<file path="src/rtl/core/hkar_pkg.sv">
package hkar_pkg;

    localparam int COUNT_BITS    = 8;
    localparam int OUT_TIME_BITS = 32;
    localparam int DELTA_BITS    = 16;
    localparam int ACTION_BITS   = 4;
    localparam int CMD_BITS      = 2;

    typedef logic [CMD_BITS-1:0] t_cmd;

    localparam t_cmd CMD_PRESS   = 2'd0;
    localparam t_cmd CMD_RELEASE = 2'd1;
    localparam t_cmd CMD_HELD    = 2'd2;
    localparam t_cmd CMD_TICK    = 2'd3;

    localparam t_cmd KIND_HELD   = 2'd2;

    localparam logic [COUNT_BITS-1:0] COUNT_MAX = '1;

endpackage

</file>
<file path="src/rtl/core/hkar_ram.sv">
module hkar_ram #(
    parameter int WIDTH = 8,
    parameter int DEPTH = 16
) (
    input  logic                     i_clk,
    input  logic                     i_we,
    input  logic [$clog2(DEPTH)-1:0] i_waddr,
    input  logic [WIDTH-1:0]         i_wdata,
    input  logic                     i_re,
    input  logic [$clog2(DEPTH)-1:0] i_raddr,
    output logic [WIDTH-1:0]         o_rdata
);

    logic [WIDTH-1:0] r_mem [DEPTH];
    logic [WIDTH-1:0] r_rdata;

    always_ff @(posedge i_clk) begin
        if (i_we) begin
            r_mem[i_waddr] <= i_wdata;
        end
        if (i_re) begin
            r_rdata <= r_mem[i_raddr];
        end
    end

    assign o_rdata = r_rdata;

endmodule

</file>
<file path="src/rtl/core/hkar_upd.sv">
module hkar_upd
    import hkar_pkg::*;
#(
    parameter int TIME_BITS = 32
) (
    input  t_cmd                      i_cmd,
    input  logic [COUNT_BITS-1:0]     i_cnt,
    input  logic                      i_held,
    input  logic [TIME_BITS-1:0]      i_htime,
    input  logic [TIME_BITS-1:0]      i_since,
    input  logic [DELTA_BITS-1:0]     i_delta,
    input  logic [OUT_TIME_BITS-1:0]  i_interval,
    output logic [COUNT_BITS-1:0]     o_cnt,
    output logic                      o_held,
    output logic [TIME_BITS-1:0]      o_htime,
    output logic [TIME_BITS-1:0]      o_since,
    output logic                      o_due
);

    localparam int CW = (TIME_BITS > OUT_TIME_BITS) ? TIME_BITS : OUT_TIME_BITS;
    localparam int SW = ((TIME_BITS > DELTA_BITS) ? TIME_BITS : DELTA_BITS) + 1;

    logic [SW-1:0]        sum_h;
    logic [SW-1:0]        sum_s;
    logic [TIME_BITS-1:0] sat_h;
    logic [TIME_BITS-1:0] sat_s;
    logic                 due;

    assign sum_h = SW'(i_htime) + SW'(i_delta);
    assign sum_s = SW'(i_since) + SW'(i_delta);
    assign sat_h = (sum_h[SW-1:TIME_BITS] != '0) ? '1 : sum_h[TIME_BITS-1:0];
    assign sat_s = (sum_s[SW-1:TIME_BITS] != '0) ? '1 : sum_s[TIME_BITS-1:0];
    assign due   = CW'(sat_s) >= CW'(i_interval);

    always_comb begin
        o_cnt   = i_cnt;
        o_held  = i_held;
        o_htime = i_htime;
        o_since = i_since;
        o_due   = 1'b0;
        case (i_cmd)
            CMD_PRESS: begin
                if (i_cnt != COUNT_MAX) begin
                    o_cnt = i_cnt + COUNT_BITS'(1);
                    if (i_cnt == '0) begin
                        o_held  = 1'b1;
                        o_htime = '0;
                        o_since = '0;
                    end
                end
            end
            CMD_RELEASE: begin
                if (i_cnt > COUNT_BITS'(1)) begin
                    o_cnt = i_cnt - COUNT_BITS'(1);
                end else begin
                    o_cnt   = '0;
                    o_held  = 1'b0;
                    o_htime = '0;
                    o_since = '0;
                end
            end
            CMD_TICK: begin
                o_htime = sat_h;
                o_since = due ? '0 : sat_s;
                o_due   = due;
            end
            default: begin
            end
        endcase
    end

endmodule

</file>
<file path="src/rtl/core/held_key_auto_repeat.sv">
// Typematic auto-repeat tracker.
// Input channel (i_in_valid/o_in_ready): cmd press, release, outside held
// event or time tick, with action index and delta. Output channel
// (o_out_valid/i_out_ready): result items kind, action, time, last flag.
// Config channel (i_cfg_valid/o_cfg_ready): repeat interval, always ready.
// Press/release/held items: one echoed result, loaded into the output
// register from S_UPD once it is free; no new item is taken until S_IDLE.
// Tick: scans the per-action state memory one entry per cycle through a
// read-modify-write loop, then goes through S_FLUSH when a repeat result
// is still pending at the end of the scan.
// Each held result is kept one entry back so the final one carries last.
// A stalled receiver holds the output register; the scan waits on an entry
// that needs to push a result while the output is still full.
// Reset clears the per-entry valid bits, so all actions read as released
// with zero count and times; interval resets to 0. No clearing pass.
module held_key_auto_repeat
    import hkar_pkg::*;
#(
    parameter int NUM_ACTIONS = 16,
    parameter int TIME_BITS   = 32
) (
    input  logic                     i_clk,
    input  logic                     i_rst_n,
    input  logic                     i_cfg_valid,
    output logic                     o_cfg_ready,
    input  logic [OUT_TIME_BITS-1:0] i_cfg_data,
    input  logic                     i_in_valid,
    output logic                     o_in_ready,
    input  logic [CMD_BITS-1:0]      i_cmd,
    input  logic [ACTION_BITS-1:0]   i_action,
    input  logic [DELTA_BITS-1:0]    i_delta,
    output logic                     o_out_valid,
    input  logic                     i_out_ready,
    output logic [CMD_BITS-1:0]      o_kind,
    output logic [ACTION_BITS-1:0]   o_which_action,
    output logic [OUT_TIME_BITS-1:0] o_time_value,
    output logic                     o_last
);

    localparam int AW = $clog2(NUM_ACTIONS);
    localparam int EW = COUNT_BITS + 1 + 2 * TIME_BITS;
    localparam logic [AW-1:0] IDX_LAST = AW'(NUM_ACTIONS - 1);

    localparam logic [1:0] S_IDLE  = 2'd0;
    localparam logic [1:0] S_UPD   = 2'd1;
    localparam logic [1:0] S_SCAN  = 2'd2;
    localparam logic [1:0] S_FLUSH = 2'd3;

    logic [1:0]               r_state, n_state;
    t_cmd                     r_cmd, n_cmd;
    logic [ACTION_BITS-1:0]   r_act, n_act;
    logic [DELTA_BITS-1:0]    r_delta, n_delta;
    logic [AW-1:0]            r_idx, n_idx;
    logic                     r_rd_ok, n_rd_ok;
    logic [NUM_ACTIONS-1:0]   r_vld;
    logic [OUT_TIME_BITS-1:0] r_interval;
    logic                     r_pend_v, n_pend_v;
    logic [ACTION_BITS-1:0]   r_pend_act, n_pend_act;
    logic [OUT_TIME_BITS-1:0] r_pend_time, n_pend_time;
    logic                     r_out_valid;
    t_cmd                     r_out_kind;
    logic [ACTION_BITS-1:0]   r_out_act;
    logic [OUT_TIME_BITS-1:0] r_out_time;
    logic                     r_out_last;

    logic                     ram_we, ram_re;
    logic [AW-1:0]            ram_waddr, ram_raddr;
    logic [EW-1:0]            ram_wdata, ram_rdata, ent;

    logic                     out_free, out_load, out_last;
    t_cmd                     out_kind;
    logic [ACTION_BITS-1:0]   out_act;
    logic [OUT_TIME_BITS-1:0] out_time;

    logic                     in_range, act_in_range;
    logic [COUNT_BITS-1:0]    u_cnt;
    logic                     u_held;
    logic [TIME_BITS-1:0]     u_htime, u_since;
    logic                     u_due;

    hkar_ram #(
        .WIDTH (EW),
        .DEPTH (NUM_ACTIONS)
    ) u_ram (
        .i_clk   (i_clk),
        .i_we    (ram_we),
        .i_waddr (ram_waddr),
        .i_wdata (ram_wdata),
        .i_re    (ram_re),
        .i_raddr (ram_raddr),
        .o_rdata (ram_rdata)
    );

    assign ent = r_rd_ok ? ram_rdata : '0;

    hkar_upd #(
        .TIME_BITS (TIME_BITS)
    ) u_upd (
        .i_cmd      (r_cmd),
        .i_cnt      (ent[EW-1 -: COUNT_BITS]),
        .i_held     (ent[2*TIME_BITS]),
        .i_htime    (ent[2*TIME_BITS-1 -: TIME_BITS]),
        .i_since    (ent[TIME_BITS-1:0]),
        .i_delta    (r_delta),
        .i_interval (r_interval),
        .o_cnt      (u_cnt),
        .o_held     (u_held),
        .o_htime    (u_htime),
        .o_since    (u_since),
        .o_due      (u_due)
    );

    assign ram_wdata    = {u_cnt, u_held, u_htime, u_since};
    assign in_range     = 32'(i_action) < NUM_ACTIONS;
    assign act_in_range = 32'(r_act) < NUM_ACTIONS;
    assign out_free     = !r_out_valid || i_out_ready;
    assign o_in_ready   = (r_state == S_IDLE);
    assign o_cfg_ready  = 1'b1;

    always_comb begin
        n_state     = r_state;
        n_cmd       = r_cmd;
        n_act       = r_act;
        n_delta     = r_delta;
        n_idx       = r_idx;
        n_rd_ok     = r_rd_ok;
        n_pend_v    = r_pend_v;
        n_pend_act  = r_pend_act;
        n_pend_time = r_pend_time;
        ram_we      = 1'b0;
        ram_re      = 1'b0;
        ram_waddr   = r_idx;
        ram_raddr   = r_idx;
        out_load    = 1'b0;
        out_kind    = KIND_HELD;
        out_act     = r_pend_act;
        out_time    = r_pend_time;
        out_last    = 1'b0;
        unique case (r_state)
            S_IDLE: begin
                if (i_in_valid) begin
                    n_cmd   = i_cmd;
                    n_act   = i_action;
                    n_delta = i_delta;
                    if (i_cmd == CMD_TICK) begin
                        ram_re    = 1'b1;
                        ram_raddr = '0;
                        n_idx     = '0;
                        n_rd_ok   = r_vld[0];
                        n_state   = S_SCAN;
                    end else begin
                        ram_re    = in_range;
                        ram_raddr = AW'(i_action);
                        n_rd_ok   = in_range ? r_vld[AW'(i_action)] : 1'b0;
                        n_state   = S_UPD;
                    end
                end
            end
            S_UPD: begin
                if (out_free) begin
                    out_load  = 1'b1;
                    out_kind  = r_cmd;
                    out_act   = r_act;
                    out_time  = OUT_TIME_BITS'(r_delta);
                    out_last  = 1'b1;
                    ram_we    = act_in_range && (r_cmd != CMD_HELD);
                    ram_waddr = AW'(r_act);
                    n_state   = S_IDLE;
                end
            end
            S_SCAN: begin
                if (!(ent[2*TIME_BITS] && u_due && r_pend_v && !out_free)) begin
                    if (ent[2*TIME_BITS]) begin
                        ram_we = 1'b1;
                        if (u_due) begin
                            out_load    = r_pend_v;
                            n_pend_v    = 1'b1;
                            n_pend_act  = ACTION_BITS'(r_idx);
                            n_pend_time = OUT_TIME_BITS'(u_htime);
                        end
                    end
                    if (r_idx == IDX_LAST) begin
                        n_state = n_pend_v ? S_FLUSH : S_IDLE;
                    end else begin
                        ram_re    = 1'b1;
                        ram_raddr = r_idx + AW'(1);
                        n_idx     = r_idx + AW'(1);
                        n_rd_ok   = r_vld[r_idx + AW'(1)];
                    end
                end
            end
            S_FLUSH: begin
                if (out_free) begin
                    out_load = 1'b1;
                    out_last = 1'b1;
                    n_pend_v = 1'b0;
                    n_state  = S_IDLE;
                end
            end
            default: begin
                n_state = S_IDLE;
            end
        endcase
    end

    always_ff @(posedge i_clk) begin
        if (!i_rst_n) begin
            r_state     <= S_IDLE;
            r_vld       <= '0;
            r_interval  <= '0;
            r_pend_v    <= 1'b0;
            r_out_valid <= 1'b0;
            r_rd_ok     <= 1'b0;
        end else begin
            r_state  <= n_state;
            r_pend_v <= n_pend_v;
            r_rd_ok  <= n_rd_ok;
            if (i_cfg_valid) begin
                r_interval <= i_cfg_data;
            end
            if (ram_we) begin
                r_vld[ram_waddr] <= 1'b1;
            end
            if (out_load) begin
                r_out_valid <= 1'b1;
            end else if (i_out_ready) begin
                r_out_valid <= 1'b0;
            end
        end
    end

    always_ff @(posedge i_clk) begin
        r_cmd       <= n_cmd;
        r_act       <= n_act;
        r_delta     <= n_delta;
        r_idx       <= n_idx;
        r_pend_act  <= n_pend_act;
        r_pend_time <= n_pend_time;
        if (out_load) begin
            r_out_kind <= out_kind;
            r_out_act  <= out_act;
            r_out_time <= out_time;
            r_out_last <= out_last;
        end
    end

    assign o_out_valid    = r_out_valid;
    assign o_kind         = r_out_kind;
    assign o_which_action = r_out_act;
    assign o_time_value   = r_out_time;
    assign o_last         = r_out_last;

endmodule
</file>
<file path="config.mk">
export PLATFORM = sky130hd
export DESIGN_NAME = held_key_auto_repeat
export DESIGN_NICKNAME = d
export VERILOG_FILES = /design/src/rtl/core/hkar_pkg.sv /design/src/rtl/core/hkar_ram.sv /design/src/rtl/core/hkar_upd.sv /design/src/rtl/core/held_key_auto_repeat.sv
export SDC_FILE = /design/constraint.sdc
export NUM_CORES = 2
export LEC_CHECK = 0
export ABC_CLOCK_PERIOD_IN_PS = 26600
export BUFFER_PORTS_ARGS = -buffer_cell sky130_fd_sc_hd__buf_2
export CAP_MARGIN = 0
export CELL_PAD_IN_SITES_DETAIL_PLACEMENT = 0
export CELL_PAD_IN_SITES_GLOBAL_PLACEMENT = 1
export CORE_ASPECT_RATIO = 0.8
export CORE_MARGIN = 3
export CORE_UTILIZATION = 56
export CTS_CLUSTER_SIZE = 14
export DETAILED_ROUTE_END_ITERATION = 12
export PLACE_DENSITY_LB_ADDON = 0.1
export REMOVE_ABC_BUFFERS = 1
export SYNTH_ARGS = -nofsm -noshare
export SYNTH_HDL_FRONTEND = slang
export SYNTH_SLANG_ARGS = --single-unit
</file>
<file path="constraint.sdc">
create_clock -name i_clk -period 26.6 [get_ports i_clk]
set_input_delay 0 -clock i_clk [delete_from_list [all_inputs] [get_ports i_clk]]
set_output_delay 0 -clock i_clk [all_outputs]
set_load 0.02 [all_outputs]
</file>
* After elaboration in Yosys (flattened, before gate mapping)
Memories as Yosys holds them, arrays and structs flattened. A register that Yosys moved wholly into a read port is not among the register bits.
Cells that the tools add are included.
** Word-level totals
- Register bits :: 154
- Bits in writable memories :: 1168
- Input bits :: 59
- Word-level logic and storage cells :: 143
- Memories :: 1
** Memory list
- u_ram.r_mem :: depth 16, width 73, read ports 1, clocked after memory_dff 1, wr ports 1, RTL line hkar_ram.sv:14 : logic [WIDTH-1:0] r_mem [DEPTH];
** Cells by class
- Add/subtract/negate cells :: 5
- $lt $le $gt $ge :: 6
- Equal/unequal tests :: 16
- Mux-type cells :: 76
- Bitwise operators :: 2
- Reduce and logical (&&, ||, !) cells :: 21
** Operators with widths (count)
- 32-bit two-way mux :: 11
- 32-bit case mux with 3 select lines :: 2
- 73-bit two-way mux :: 1
- 32-bit by 16-bit adder with 33-bit output :: 2
- 4-bit two-way mux :: 10
- 32-bit >= comparator :: 1
- 1-bit two-way mux :: 31
- 8-bit two-way mux :: 2
- 16-bit bitwise OR :: 1
- 4-bit case mux with 2 select lines :: 2
- 8-bit case mux with 2 select lines :: 1
- 4-bit by 5-bit < comparator with 1-bit output, second input constant :: 3
- 2-bit two-way mux :: 6
- 2-bit != test, second input constant :: 6
- 1-bit case mux with 2 select lines :: 6
- 4-bit AND reduction :: 3
- 8-bit by 1-bit adder with 8-bit output, second input constant :: 1
- 1-bit binary-select mux with 4-bit select :: 2
- 2-bit == test, second input constant :: 4
- 8-bit by 1-bit > comparator with 1-bit output, second input constant :: 1
- 8-bit logical NOT :: 1
- 8-bit != test, second input constant :: 1
- 8-bit by 1-bit subtractor with 8-bit output, second input constant :: 1
- 2-bit case mux with 3 select lines :: 1
- other kinds (15) :: 26

* Depth between registers and ports, before layout
- Word-level depth :: 14
- Mapped depth :: 37
- Mapped depth without buffers :: 26

* Hierarchy
From an unflattened synthesis, not the netlist that was laid out.
** Second synthesis, totals
- Cells, all modules :: 3122
- Area total of the unflattened synthesis :: 57238.6 um^2
** By module, submodules not included
- hkar_ram :: instances 1, cells each 1875, area an instance 45857.7 um^2, seq. area each 37265.7 um^2
- held_key_auto_repeat :: instances 1, cells each 511, area an instance 6618.8 um^2, seq. area each 4093.9 um^2
- hkar_upd :: instances 1, cells each 736, area an instance 4762.1 um^2, seq. area each 0.0 um^2

* Least setup slack after synthesis
OpenSTA, ideal clock, no wires.
- Path type :: register -> register
- Start point :: register r_rd_ok
- End point :: memory u_ram.r_mem[1][0] (netlist name) (enable)
- Library setup time :: 0.506 ns
- Data arrival time :: 9.253 ns
- Required time :: 26.094 ns
- Slack :: 16.841 ns
- Stages on the path, launching flop included :: 31
- Path buffers :: 7
- Period minus slack after synthesis :: 9.759 ns
- Path through :: dfxtp_1 buf_4 buf_4 clkbuf_1 clkbuf_1 clkbuf_1 clkbuf_1 nand2_1 xnor2_1 ha_1 a31o_1 a222oi_1 o32ai_1 a32oi_1 o21a_1 o31ai_4 a211oi_4 nor3_2 and2_1 buf_2 nor2_1 ha_1 nand2b_1 a2111oi_0 nor3_1 o31ai_4 a21oi_2 nor3_1 o21a_1 o21ai_0 nor2_1
** On the way
- Cells in the longest elaborated chain, start to end :: 12
- Elaborated cells between the ends (all ways) :: 13
- Classes of those cells :: add/sub: 1; order compare: 1; mux: 8; reduce/logical: 3
** Ends and longest elaborated chain
- from (decl) :: RTL line held_key_auto_repeat.sv:54 : logic r_rd_ok, n_rd_ok;
- from (signal assigned) :: RTL line held_key_auto_repeat.sv:217 : r_rd_ok <= n_rd_ok;
- 73-bit two-way mux (*) :: RTL line held_key_auto_repeat.sv:94 : assign ent = r_rd_ok ? ram_rdata : '0;
- 32-bit by 16-bit adder with 33-bit output :: RTL line hkar_upd.sv:30 : assign sum_s = SW'(i_since) + SW'(i_delta);
- 32-bit two-way mux :: RTL line hkar_upd.sv:32 : assign sat_s = (sum_s[SW-1:TIME_BITS] != '0) ? '1 : sum_s[TIME_BITS-1:0];
- 32-bit >= comparator :: RTL line hkar_upd.sv:33 : assign due = CW'(sat_s) >= CW'(i_interval);
- 1-bit two-way mux :: RTL line hkar_upd.sv:41 : case (i_cmd)
- 1-bit logical AND (3 in series) :: RTL line held_key_auto_repeat.sv:172 : if (!(ent[2*TIME_BITS] && u_due && r_pend_v && !out_free)) begin
- 1-bit two-way mux (*) :: RTL line held_key_auto_repeat.sv:172
- 1-bit case mux with 2 select lines (*) :: RTL line held_key_auto_repeat.sv:139 : unique case (r_state)
- 1-bit two-way mux (*) :: RTL line hkar_ram.sv:18 : if (i_we) begin
- 1-bit two-way mux (implied by the code) (*) :: RTL line hkar_ram.sv:19 : r_mem[i_waddr] <= i_wdata;
- to (decl) :: RTL line hkar_ram.sv:14
Mark *: on every way between the ends. The rest lies on a longest branch, timed or not.

* Final worst setup path
- Start point :: register r_rd_ok
- End point :: register u_ram.r_rdata[42], in the netlist u_ram.o_rdata[42], read port of u_ram.r_mem, data pin
** On the way
- Cells in the longest elaborated chain, start to end :: 10
- Elaborated cells between the ends (all ways) :: 12
- Classes of those cells :: add/sub: 1; order compare: 1; mux: 7; reduce/logical: 3
** Ends and longest elaborated chain
- 73-bit two-way mux (*) :: RTL line held_key_auto_repeat.sv:94
- 32-bit by 16-bit adder with 33-bit output :: RTL line hkar_upd.sv:30
- 32-bit two-way mux :: RTL line hkar_upd.sv:32
- 32-bit >= comparator :: RTL line hkar_upd.sv:33
- 1-bit two-way mux :: RTL line hkar_upd.sv:41
- 1-bit logical AND (*) (3 in series) :: RTL line held_key_auto_repeat.sv:172
- 4-bit two-way mux or 1-bit two-way mux (tied branches) :: RTL line held_key_auto_repeat.sv:172
- 4-bit case mux with 2 select lines or 1-bit case mux with 2 select lines (tied branches) :: RTL line held_key_auto_repeat.sv:139
- to (decl) :: RTL line hkar_ram.sv:15 : logic [WIDTH-1:0] r_rdata;
Marked as above.
A chain may end at the register's enable or synchronous reset.

==> summary.txt <==
Status - finished clean
RSZ-0062 raised after global routing - false
Commonest non-fill, non-tap cell in the layout - edfxtp_1
Initial Utilization - 56.9%
Number of global-route vias before repair - 37700
Die Ht - 299 um
Achievable Freq - 95.7 MHz
Yosys top cell by area - edfxtp_1
CTS sink count - 1395
Top-area cell type share of the netlist area - 67.2%
H-tree Lvls - 4
Post-synth top flop - edfxtp_1
Die area - 111000 sq um
Clock skew - 0.0194 ns
Slew @ Worst Pin - 1.41 ns
Final HPWL from detailed placement - 88.1 mm
Mapped Cells - 4689
Grt total ovfl - 0
Final design utilization - 63.9%
Crit path arrival time - 11.05 ns
Num rows - 106
Total GRT Usage - 30.5%
CP startpoint kind - register
Post-synth EDFFs - 1342
Setup tns final - 0 ns
Logic pwr share - 40.6%
Post-synthesis instance area - 59900 sq um
Min-delay worst type - in2reg
Sequential Power Share - 36.5%
Critical path class - reg2reg
Routed via count - 40000
Most frequent cells in the layout - edfxtp_1, nand2_1, nand3_1
Global-route wire length before repair - 250 mm
Final Hold Viols - 0
Max-cap violation count - 0
Vias per inst - 6.30
Clock Tree Buf Depth - 3
Layout Area Growth over Synthesis - 12.2%
Routed WL - 170 mm
Final Setup Violations - 0
Internal Power - 4840 uW
Drt wl/cell - 26.8 um
VDD IR max - 143 uV
Clock-pin slew on the worst setup and hold paths - 0.06 ns
Async S/R FF share, synth - 0%
Power density cells - 121 nW/um^2
Share of post-route cells with drive strength above 1 - 10.5%
Critical Path Sink Type - register
Final min period - 10.45 ns
Max_slew headroom - 6.11%
Final nets - 4957
Crit Path Max Fanout - 143
I/O Pins - 101
CTS buffer count - 137
Routability cong. - 0.866
CTS tree - done
Library cells used by synthesis - 83
Core area - 105000 sq um
Syn_area_per_cell - 12.8 sq um
Flops & latches, synth - 1395
Crit share post-route - 39.3%
DRC Markers - 0
Port Buffer Count - 99
Clock Power Share - 22.9%
Leak - 0.0234 uW
Antenna violations before repair - 5
CTS root buffer - clkbuf_16
Sequential share of the synthesized area - 69.0%
DR pass1 iterations - 5
Largest net degree at the start of global routing - 158
Starting DRT DRC Count - 5071
Net Sw Power - 3300 uW
ANT nets after route - 0
Sw Ratio - 40.5%
Yosys warning total - 0
Die Width - 372 um
Worst-Skew Late Latency - 0.75 ns
Worst EP required - 27.20 ns
Slew Viols, Final - 0
Synth top area cells - edfxtp_1, nand2_1, nand3_1
Filler Cell Count - 7801
## power groups by stage
stage / sequential [uW] / clock, uW / combinational [uW]
floorplan: 2960 / 0 / 2600
global route: 2980 / 1980 / 3600
CTS: 2960 / 1890 / 3270
detailed placement: 3010 / 0 / 3250
finish: 2970 / 1860 / 3300
global placement: 3010 / 0 / 3210
## per-layer routing
metal / global-route usage (%) / wire (um) / vias up / part of all wire, %
li1: - / - / 17900 / -
met2: 45.6 / 76500 / 1988 / 45
met3: 6.84 / 17600 / 269 / 10
met4: 8.00 / 3920 / 2 / 2.3
met5: 0 / 9 / - / 0.0053
met1: 45.6 / 71600 / 19800 / 42
## worst max-delay path, stage by stage (launching register included)
cell and delay [ns]:
dfxtp_4 0.90, nand2_1 0.19, xnor2_1 0.18, ha_1 0.22, a31o_1 0.19, a222oi_1 0.59, o32ai_1 0.20, a32oi_1 0.32
o21a_1 0.24, o31ai_4 0.14, a211oi_4 0.41, nor3_2 0.14, nand2_1 0.75, nand3_1 0.24, ha_1 0.37, and4_1 0.26
o211ai_1 0.10, a21boi_0 0.63, o31ai_4 0.23, a21o_1 0.36, a211oi_4 0.31, buf_12 0.53, buf_4 0.81, buf_12 0.64
mux2i_1 0.22, a2111oi_2 0.45, a31oi_1 0.07, o21ai_1 0.12
## final timing paths
path | startpoint | endpoint | slack (ns) | cells after the start
hold reg to reg | r_vld[1]$_SDFFE_PN0P_ | r_vld[1]$_SDFFE_PN0P_ | 0.49 | 1
setup reg to reg | r_rd_ok$_SDFFE_PN0P_ | u_ram.o_rdata[42]$_DFFE_PP_ | 16.15 | 27
setup / recovery | r_rd_ok$_SDFFE_PN0P_ | u_ram.o_rdata[42]$_DFFE_PP_ | 16.15 | 27
hold / removal | i_delta[0] | r_delta[0]$_DFFE_PP_ | 0.04 | 2
## state kept, by name, indices dropped and copies added (netlist names), 16 cells and up
signal,count
u_ram.r_mem,1168
u_ram.o_rdata,73
o_time_value,32
r_interval,32
r_pend_time,32
r_delta,16
r_vld,16
## area by class of cell
| type | instances | area [sq um] | share of cell area [%] |
|---|---|---|---|
| Sequential cell | 1395 | 41400 | 61.5 |
| Multi-Input combinational cell | 2923 | 17200 | 25.5 |
| Clock buffer | 184 | 3760 | 5.59 |
| Timing Repair Buffer | 314 | 2460 | 3.66 |
| Tap cell | 1404 | 1760 | 2.61 |
| Clock inverter | 63 | 503 | 0.748 |
| Inverter | 59 | 221 | 0.329 |
| Antenna cell | 4 | 10.0 | 0.0149 |
## per-stage QoR
stage          setup WS, ns  area [sq um]  instances  total power, uW  hold slack [ns]
2_1_floorplan          8.97         58500       4377             5560           0.0989
3_3_place_gp          16.66         61800       5979             6220            0.181
3_5_place_dp          16.42         61800       5979             6260            0.178
4_1_cts               16.36         67200       6342             8120           0.0101
5_1_grt               15.55         67200       6342             8560           0.0220
6_report              16.15         67200       6346             8130           0.0412
## repair_timing
item | CTS | global route
setup buffers | 0 | 0
hold buffers | 116 | 0
resized for setup | 0 | 0
hold endpoints to repair | 81 | 0
## synth_stat cells (14+ instances only)
| master | count |
|---|---|
| nor2b_1 | 48 |
| a211oi_1 | 82 |
| xnor2_1 | 33 |
| nor3_1 | 23 |
| a31oi_1 | 152 |
| o2bb2ai_1 | 16 |
| a21oi_1 | 246 |
| o21a_1 | 29 |
| nand3_1 | 342 |
| a221oi_1 | 70 |
| nand4_1 | 19 |
| edfxtp_1 | 1342 |
| ha_1 | 67 |
| buf_1 | 15 |
| mux2i_1 | 121 |
| buf_2 | 99 |
| and3_1 | 77 |
| clkbuf_1 | 171 |
| buf_4 | 16 |
| o22ai_1 | 16 |
| o21ai_0 | 71 |
| dfxtp_1 | 53 |
| nor2_1 | 95 |
| nand2_1 | 1041 |
| and2_1 | 54 |
| a2111oi_2 | 69 |
| a22o_1 | 14 |
| inv_1 | 58 |
| o21ai_1 | 79 |
| a21o_1 | 17 |
## cells by family after synthesis
kind of cell | synth area share [%]
AO/OA/AOI/OAI | 10.9
adder cells (fa/ha/maj) | 1.47
XOR/XNOR | 0.658
buffers and inverters | 2.76
AND/OR/NAND/NOR | 12.8
multiplexers | 2.40
other | 0.00626
flip-flops | 69.0
No activity file was read; power rests on OpenSTA's default activity.
